$ cat config.mk
export PLATFORM = sky130hd
export DESIGN_NAME = ppi_cell
export DESIGN_NICKNAME = d
export VERILOG_FILES = /design/src/rtl/core/ppi_pkg.sv /design/src/rtl/core/ppi_cell.sv
export SDC_FILE = /design/constraint.sdc
export NUM_CORES = 1
export LEC_CHECK = 0
export BUFFER_PORTS_ARGS = -buffer_cell sky130_fd_sc_hd__buf_2
export CORE_MARGIN = 3
export CORE_UTILIZATION = 40
export CTS_CLUSTER_SIZE = 30
export DETAILED_ROUTE_END_ITERATION = 8
export PLACE_DENSITY = 0.77
export SLEW_MARGIN = 10
export SYNTH_ARGS = -nofsm -noshare
export SYNTH_HDL_FRONTEND = slang
export SYNTH_SLANG_ARGS = --single-unit
$ cat constraint.sdc
create_clock -name clk -period 2.2 [get_ports clk]
set_clock_uncertainty 0.2 [all_clocks]
set_input_delay 0.22 -clock clk [delete_from_list [all_inputs] [get_ports clk]]
set_output_delay 0.22 -clock clk [all_outputs]
set_load 0.05 [all_outputs]
$ cat src/rtl/core/ppi_pkg.sv
package ppi_pkg;

	localparam int MAX_COLORS_DEF = 256;
	localparam int COLOR_W        = 24;
	localparam int OUT_IDX_W      = 9;
	localparam int OUT_CNT_W      = 9;

	typedef struct packed {
		logic [COLOR_W-1:0] color;
		logic               occupied;
		logic               start_image;
	} pix_t;

endpackage

$ cat src/rtl/core/ppi_cell.sv
module ppi_cell #(
	parameter int IW       = 9,
	parameter int CELL_IDX = 0
) (
	input  logic            clk,
	input  logic            arst_n,
	input  logic            adv,
	input  logic            in_v,
	input  ppi_pkg::pix_t   in_pix,
	input  logic            in_found,
	input  logic [IW-1:0]   in_idx,
	input  logic            in_added,
	input  logic [IW-1:0]   in_cnt,
	output logic            out_v,
	output ppi_pkg::pix_t   out_pix,
	output logic            out_found,
	output logic [IW-1:0]   out_idx,
	output logic            out_added,
	output logic [IW-1:0]   out_cnt
);
	import ppi_pkg::*;

	logic [COLOR_W-1:0] entry_q;
	logic               valid_q;
	logic               eff;
	logic               look;
	logic               hit;
	logic               fill;
	logic               valid_next;

	logic               v_q;
	pix_t               pix_q;
	logic               found_q;
	logic [IW-1:0]      idx_q;
	logic               added_q;
	logic [IW-1:0]      cnt_q;

	// start of image drops this entry before the pixel looks at it
	assign eff        = valid_q & ~in_pix.start_image;
	assign look       = in_v & in_pix.occupied & ~in_found;
	assign hit        = look & eff & (entry_q == in_pix.color);
	assign fill       = look & ~eff;
	assign valid_next = eff | fill;

	always_ff @(posedge clk or negedge arst_n) begin
		if (!arst_n) begin
			valid_q <= 1'b0;
			v_q     <= 1'b0;
		end else if (adv) begin
			v_q <= in_v;
			if (in_v) begin
				valid_q <= valid_next;
			end
		end
	end

	always_ff @(posedge clk) begin
		if (adv) begin
			if (fill) begin
				entry_q <= in_pix.color;
			end
			pix_q   <= in_pix;
			found_q <= in_found | hit | fill;
			idx_q   <= (hit | fill) ? IW'(CELL_IDX) : in_idx;
			added_q <= in_added | fill;
			cnt_q   <= in_cnt + {{(IW-1){1'b0}}, valid_next};
		end
	end

	assign out_v     = v_q;
	assign out_pix   = pix_q;
	assign out_found = found_q;
	assign out_idx   = idx_q;
	assign out_added = added_q;
	assign out_cnt   = cnt_q;

endmodule

Word level (Yosys, flattened, before mapping). Index checks and enable logic that the tools add are counted.

Bits in registers: 72. Output and inout bits: 47. Logic and storage cells: 28.

Add/sub/neg operators: 1. Equal/unequal tests: 1. Bitwise gates (word level): 14. Reduce and logical (&&, ||, !) cells: 2.

Operators by type and width (count): equality test 24 bit (1); adder 9 x 1 -> 9 bit (1); AND 1 bit (6); OR 1 bit (5); AND reduction 2 bit (2); inverter 1 bit (3).

Depth between registers and ports, before layout. Gate-level depths: netlist of the first run.

Depth in word-level cells: 6. Gate-level depth with buffers: 6. Mapped depth without buffers: 6.

Worst setup path after synthesis of the first run. Ideal clock, no wire load.

Path type: flip-flop to flip-flop. From: register valid_q. To: register entry_q[0], enable pin. Setup time: 0.383 ns. Arrival time: 1.225 ns. Required time: 1.617 ns. Setup slack: 0.392 ns. Stages on the path, launching flop included: 3. Clock period less this slack: 1.808 ns. Path through: dfrtp_1 a21oi_1 and2_1.

Word-level cells in the longest chain between the ends: 4.

Ends and longest elaborated chain: start: declaration (RTL line ppi_cell.sv:24) `logic valid_q;`; start signal: assignment (RTL line ppi_cell.sv:52) `valid_q <= valid_next;`; AND 1 bit (RTL line ppi_cell.sv:39) `assign eff = valid_q & ~in_pix.start_image;`; inverter 1 bit (RTL line ppi_cell.sv:42) `assign fill = look & ~eff;`; AND 1 bit (RTL line ppi_cell.sv:42); AND reduction 2 bit (no source line); end signal: assignment (RTL line ppi_cell.sv:60) `entry_q <= in_pix.color;`; end: declaration (RTL line ppi_cell.sv:23) `logic [COLOR_W-1:0] entry_q;`.

No other way between the ends. A chain may end at the register's enable or synchronous reset.

Worst setup path in the final report of the first run.
From: input port in_found. To: register cnt_q[8], in the netlist out_cnt[8], data pin.

Word-level cells in the longest chain between the ends: 5.

Ends and longest elaborated chain: start: declaration (RTL line ppi_cell.sv:10) `input logic in_found,`; inverter 1 bit (RTL line ppi_cell.sv:40) `assign look = in_v & in_pix.occupied & ~in_found;`; AND 1 bit (RTL line ppi_cell.sv:40); AND 1 bit (RTL line ppi_cell.sv:42); OR 1 bit (RTL line ppi_cell.sv:43) `assign valid_next = eff | fill;`; named net valid_next (RTL line ppi_cell.sv:29) `logic valid_next;`; adder 9 x 1 -> 9 bit (RTL line ppi_cell.sv:66) `cnt_q <= in_cnt + {{(IW-1){1'b0}}, valid_next};`; end signal: assignment (RTL line ppi_cell.sv:66); end: declaration (RTL line ppi_cell.sv:36) `logic [IW-1:0] cnt_q;`.

The timed path passes the listed nets, and every way through them passes these cells.

==> results.tsv, run 1 <==
stage	metric	value	unit
worst_setup_path	crit_fanout	4	
global_route	grt_pass1_wl	8340	um
sta	setup_tns	0	ns
routing	post_drt_wl_per_cell	14.3	um
sta	worst_slew_pin_slew	0.401	ns
worst_hold_path	holdPathStages	2	
die	die_w	88.3	um
worst_setup_path	rr_worst_depth	6	
worst_hold_path	min_to	out_cnt[1]	
power_and_ir_drop	power.share.clock	38.3	%
cts	path_clk_slew	0.07	ns
cts	htree_levels	3	
worst_setup_path	startpoint_type	primary input	
final_layout	area_growth	51.1	%
worst_hold_path	min-delay-start	in_cnt[1]	
final_layout	finalNetCount	354	
status	status	complete, no violations	
place	dpl.hpwl	3360	um
yosys	synth-seq-cells	72	
die	std_cell_rows	29	
die	initial_core_util	41.9	%
cts	clock_path_buffers	2	
cts	numCtsBuffers	9	
place	dpl_cell_area	3320	um2
power_and_ir_drop	p_int	2630	uW
routing	wl	5480	um
place	port_buffers	96	
place	dp_cells	319	
die	ioPinCount	97	
final_layout	final_cell_count_no_fill	384	
place	place_ws	0.190	ns
routing	vias	1743	
power_and_ir_drop	power_frac_seq	46.6	%
yosys	ys_seq_area_share	79.4	%
die	dieArea	7800	um2
place	place.gp.congestion	0.684	
cts	clk_latency	0.32	ns
sta	finalCritPeriodShare	94.3	%
worst_setup_path	r2r-end	out_cnt[8]	
routing	ant_nets	0	
yosys	ys_types	21	
sta	final-max-slew-violation-count	0	
routing	viasPerCell	4.54	
worst_setup_path	path_class	in -> reg	
flow_run	maxCapViolCount	0	
global_route	antenna_found_initial	0	
routing	drtPass1Iterations	4	
cts	cts_tree	built	
worst_hold_path	hold_class	in -> reg	
power_and_ir_drop	p_switching	827	uW
global_route	grtUsageTotal	14.5	%
yosys	syn_nets	195	
yosys	synthesis.area	2710	um2
final_layout	fin_area	4090	um2
power_and_ir_drop	powerDensity	845	nW/um2
cts	postCtsSetupRepairBufs	0	
final_layout	n_antenna_cell	0	
cts	cts.sinks	72	
sta	setup_slack	0.125	ns
worst_setup_path	worstPathRequired	2.08	ns
routing	drc_errors	0	
sta	rsz0062_at_grt	false	
power_and_ir_drop	pwr-share-comb	15.1	%
yosys	synth.avg_cell_area	18.9	um2
worst_setup_path	r2r_slack	0.30	ns
global_route	grt_pass1_vias	1799	
worst_setup_path	cp-end-kind	flip-flop	
die	core	6460	um2
sta	max-slew-margin-rel	73.2	%
sta	hold_viol	0	
cts	clockRootBuffer	clkbuf_8	
global_route	grt_max_degree	25	
power_and_ir_drop	ir_worst_vdd	0.000545	V
yosys	ys_warn_count	0	
sta	finalSetupViolCount	0	
sta	period_needed	2.08	ns
yosys	synth_cells	143	
global_route	overflow	0	
sta	fmax	482	MHz
routing	first_iter_violations	45	
final_layout	drive_gt1_share	39.4	%
worst_setup_path	worstPathArrival	1.95	ns
power_and_ir_drop	switching_share	23.9	%
power_and_ir_drop	power_leakage	0.00163	uW
worst_setup_path	reg2reg_from	valid_q	
die	die_h	88.3	um
## per-stage QoR
| stage | hold slack, ns | utilization (%) | total power, uW |
|---|---|---|---|
| finish | 0.0490 | 63.4 | 3460 |
| global placement | -0.195 | 51.4 | 2090 |
| detailed placement | -0.191 | 51.4 | 2090 |
| floorplan | -0.276 | - | 1940 |
| CTS | 0.0214 | 63.0 | 3510 |
| global route | 0.0327 | 63.4 | 3600 |
## logic make-up (layout without fill, tap and decap cells)
logic type      Yosys count  after routing  synth area share [%]
compound gates            4              4                  1.15
xor+xnor                 31             31                  10.0
fa+ha+maj                 2              2                 0.924
buf+inv                   3            167                 0.416
flops                    72             72                  79.4
mux                       1              1                 0.416
simple gates             30             30                  7.62
## synthesized netlist by cell type
master     n  area [um2]
and3_1     1        6.26
xnor2_1   21         184
nor4_2     2        25.0
mux2_2     1        11.3
or2_2      1        6.26
a41oi_2    1        16.3
nand2_1    3        11.3
nand3b_4   1        20.0
and2_1    11        68.8
inv_1      3        11.3
nand2b_1   1        6.26
nor3_1     1        5.00
nor3_2     1        10.0
dfrtp_1    2        50.1
edfxtp_1  70        2100
o21ai_0    2        10.0
a21oi_1    1        5.00
ha_1       2        25.0
xor2_1    10        87.6
nand4_1    6        37.5
nand3_1    2        10.0
## worst max path at each step
stage / start / end
floorplan: valid_q / entry_q[0]
global placement: entry_q[9] / out_idx[0]
detailed placement: entry_q[1] / out_idx[4]
CTS: in_pix[11] / out_idx[2]
global route: in_pix[11] / out_idx[7]
finish: in_found / out_cnt[8]
## registers in the layout, summed over array words and instances (netlist names)
register   cells
out_pix       26
entry_q       24
out_cnt        9
out_idx        9
out_added      1
out_found      1
out_v          1
valid_q        1
## critical path, cell delays in order
cell and delay [ns]:
dlygate4sd3_1 0.52, buf_2 0.12, nand3b_4 0.16, o21ai_0 0.13
ha_1 0.28, ha_1 0.24, nand4_1 0.13, xnor2_1 0.14
## placed cells by master, fill, tap and decap left out, drive strengths merged
master and count:
clkinv 1, nand3 2, a41oi 1, and2 11
ha 2, edfxtp 70, clkbuf 10, nand2 3
dfrtp 2, mux2 1, nor4 2, nand2b 1
clkinvlp 1, or2 1, o21ai 2, and3 1
inv 3, bufinv 4, a21oi 1, nand4 6
buf 99, nor3 2, xor2 10, xnor2 21
nand3b 1, dlygate4sd3 49
## layout make-up
class	instances	area, um2
tap	77	96.3
fill	475	2370
clock inverter	6	131
multi-input combinational	68	568
clock buffer	10	128
sequential	72	2150
timing repair buffer	148	1010
inverter	3	11.3
## routing by layer
metal | vias to the layer above | GRT usage (%) | routed length (um)
met4 | 0 | 7.42 | 60
met3 | 6 | 4.38 | 374
met5 | - | 0 | 0
li1 | 851 | - | -
met2 | 64 | 23.9 | 2770
met1 | 822 | 17.2 | 2270
## power groups by stage
stage          clock network, uW  registers [uW]  logic, uW
3_5_place_dp                   0            1640        453
6_report                    1320            1610        521
2_1_floorplan                  0            1870       64.4
3_3_place_gp                   0            1640        446
5_1_grt                     1420            1620        553
4_1_cts                     1380            1610        519
## what timing repair did
item / in CTS / in global routing
gates resized for setup: 0 / 3
hold buffers: 49 / 0
setup endpoints to repair: 0 / 9
hold endpoints to repair: 76 / 0
Note: power is estimated with default switching activity, not from simulation.
==> run 2, diff against run 1 <==
--- a/config.mk
+++ b/config.mk
@@ -10,7 +10,7 @@
 export CORE_UTILIZATION = 40
 export CTS_CLUSTER_SIZE = 30
 export DETAILED_ROUTE_END_ITERATION = 8
-export PLACE_DENSITY = 0.77
+export PLACE_DENSITY = 0.69
 export SLEW_MARGIN = 10
 export SYNTH_ARGS = -nofsm -noshare
 export SYNTH_HDL_FRONTEND = slang
==> results.tsv, run 2 (synthesis gave the netlist of run 1 again) <==
stage	metric	value	unit
status	status	complete, no violations	
routing	first_iter_violations	61	
routing	wl	5750	um
routing	viasPerCell	4.61	
cts	clk_latency	0.34	ns
final_layout	drive_gt1_share	39.7	%
routing	ant_nets	0	
worst_setup_path	reg2reg_from	valid_q	
cts	clockRootBuffer	clkbuf_8	
worst_setup_path	startpoint_type	primary input	
worst_hold_path	hold_class	in -> reg	
cts	cts.sinks	72	
die	core	6460	um2
place	dpl_cell_area	3320	um2
routing	drtPass1Iterations	4	
global_route	grtUsageTotal	15.9	%
global_route	antenna_found_initial	0	
sta	timing.hold.ws	0.0447	ns
global_route	grt_max_degree	19	
die	std_cell_rows	29	
place	dp_cells	320	
sta	max-slew-margin-rel	72.7	%
sta	period_needed	2.11	ns
cts	path_clk_slew	0.07	ns
place	place.gp.congestion	0.740	
final_layout	finalNetCount	354	
die	die_h	88.3	um
worst_setup_path	worstPathArrival	2.00	ns
flow_run	maxCapViolCount	0	
cts	cts_tree	built	
power_and_ir_drop	ir_worst_vdd	0.000398	V
worst_setup_path	worstSetupStartpoint	in_pix[2]	
final_layout	n_antenna_cell	0	
global_route	grt_pass1_vias	1887	
cts	htree_levels	3	
place	port_buffers	96	
power_and_ir_drop	powerDensity	779	nW/um2
die	ioPinCount	97	
global_route	grt_pass1_wl	9000	um
die	initial_core_util	41.9	%
final_layout	largest_reg_flops	26	
die	die_w	88.3	um
final_layout	finish.utilization	61.9	%
global_route	overflow	0	
power_and_ir_drop	power_leakage	0.00158	uW
sta	setup_tns	0	ns
final_layout	final_cell_mix	buf_2 (96), edfxtp_1 (70), dlygate4sd3_1 (48), xnor2_1 (21), and2_1 (11)	
final_layout	fillers	474	
cts	numCtsBuffers	9	
worst_setup_path	endpoint	out_idx[2]	
sta	worst_slew_pin_slew	0.410	ns
final_layout	final_cell_count_no_fill	384	
sta	final-max-slew-violation-count	0	
sta	fmax	474	MHz
routing	post_drt_wl_per_cell	15.0	um
routing	vias	1769	
worst_setup_path	rr_worst_depth	6	
place	dpl.hpwl	3570	um
worst_setup_path	worstPathRequired	2.09	ns
sta	hold_viol	0	
die	dieArea	7800	um2
worst_setup_path	cp-end-kind	flip-flop	
routing	drc_errors	0	
sta	finalCritPeriodShare	96.0	%
worst_setup_path	r2r-end	out_cnt[8]	
cts	clock_path_buffers	2	
final_layout	fin_area	4000	um2
final_layout	area_growth	47.5	%
worst_setup_path	path_class	in -> reg	
worst_setup_path	crit_fanout	10	
worst_setup_path	r2r_slack	0.26	ns
final_layout	final_common_cell	buf_2	
sta	finalSetupViolCount	0	
[run 2: worst min-delay path by stage]
stage               cells after the start          to  slack [ns]      start
CTS                                     2  out_cnt[1]        0.02  in_cnt[1]
global placement                        1     valid_q       -0.19     arst_n
floorplan                               0       out_v       -0.28     arst_n
global route                            2  out_cnt[1]        0.05  in_cnt[1]
detailed placement                      1     valid_q       -0.19     arst_n
finish                                  2  out_cnt[1]        0.04  in_cnt[1]
[run 2: cell type report]
cell class / instances / area [um2] / share of cell area [%]
clock buffers: 9 / 124 / 3.10
clock inverters: 7 / 62.6 / 1.57
inverters: 3 / 11.3 / 0.282
multi-input cells: 68 / 559 / 14.0
flip-flops and latches: 72 / 2150 / 53.9
well taps: 77 / 96.3 / 2.41
repair buffers: 148 / 991 / 24.8
[run 2: what timing repair did]
action | 4_1_cts | 5_1_grt
hold buffers | 48 | 0
gates resized for setup | 0 | 2
buffers inserted | 0 | 0
hold endpoints to repair | 72 | 0
setup endpoints to repair | 0 | 10
[run 2: where the power goes]
group / switching [uW] / internal [uW] / leakage (uW)
Clock: 468 / 511 / 0.0000901
Sequential: 21.4 / 1590 / 0.000694
Combinational: 348 / 173 / 0.000794
Total: 838 / 2280 / 0.00158
[run 2: metrics by stage]
step                      setup WS [ns]  power (uW)
after floorplan                   0.392        1940
after global placement            0.258        2090
after detailed placement          0.234        2090
after CTS                        0.0703        3140
after global routing           -0.00308        3250
final                            0.0881        3110
[run 2: worst max-delay path, cell delays in order]
cell and delay, ns:
dlygate4sd3_1 0.55, buf_2 0.15, xnor2_1 0.16, nand4_1 0.11, nor3_1 0.35, a41oi_4 0.24
and2_1 0.23
[run 2: routing by layer]
layer  track usage [%]  routed length, um  vias up
met2              26.3               2790       82
li1                  -                  -      855
met1              17.5               2380      824
met3              7.54                512        8
met4              6.59                 72        0
met5                 0                  0        -
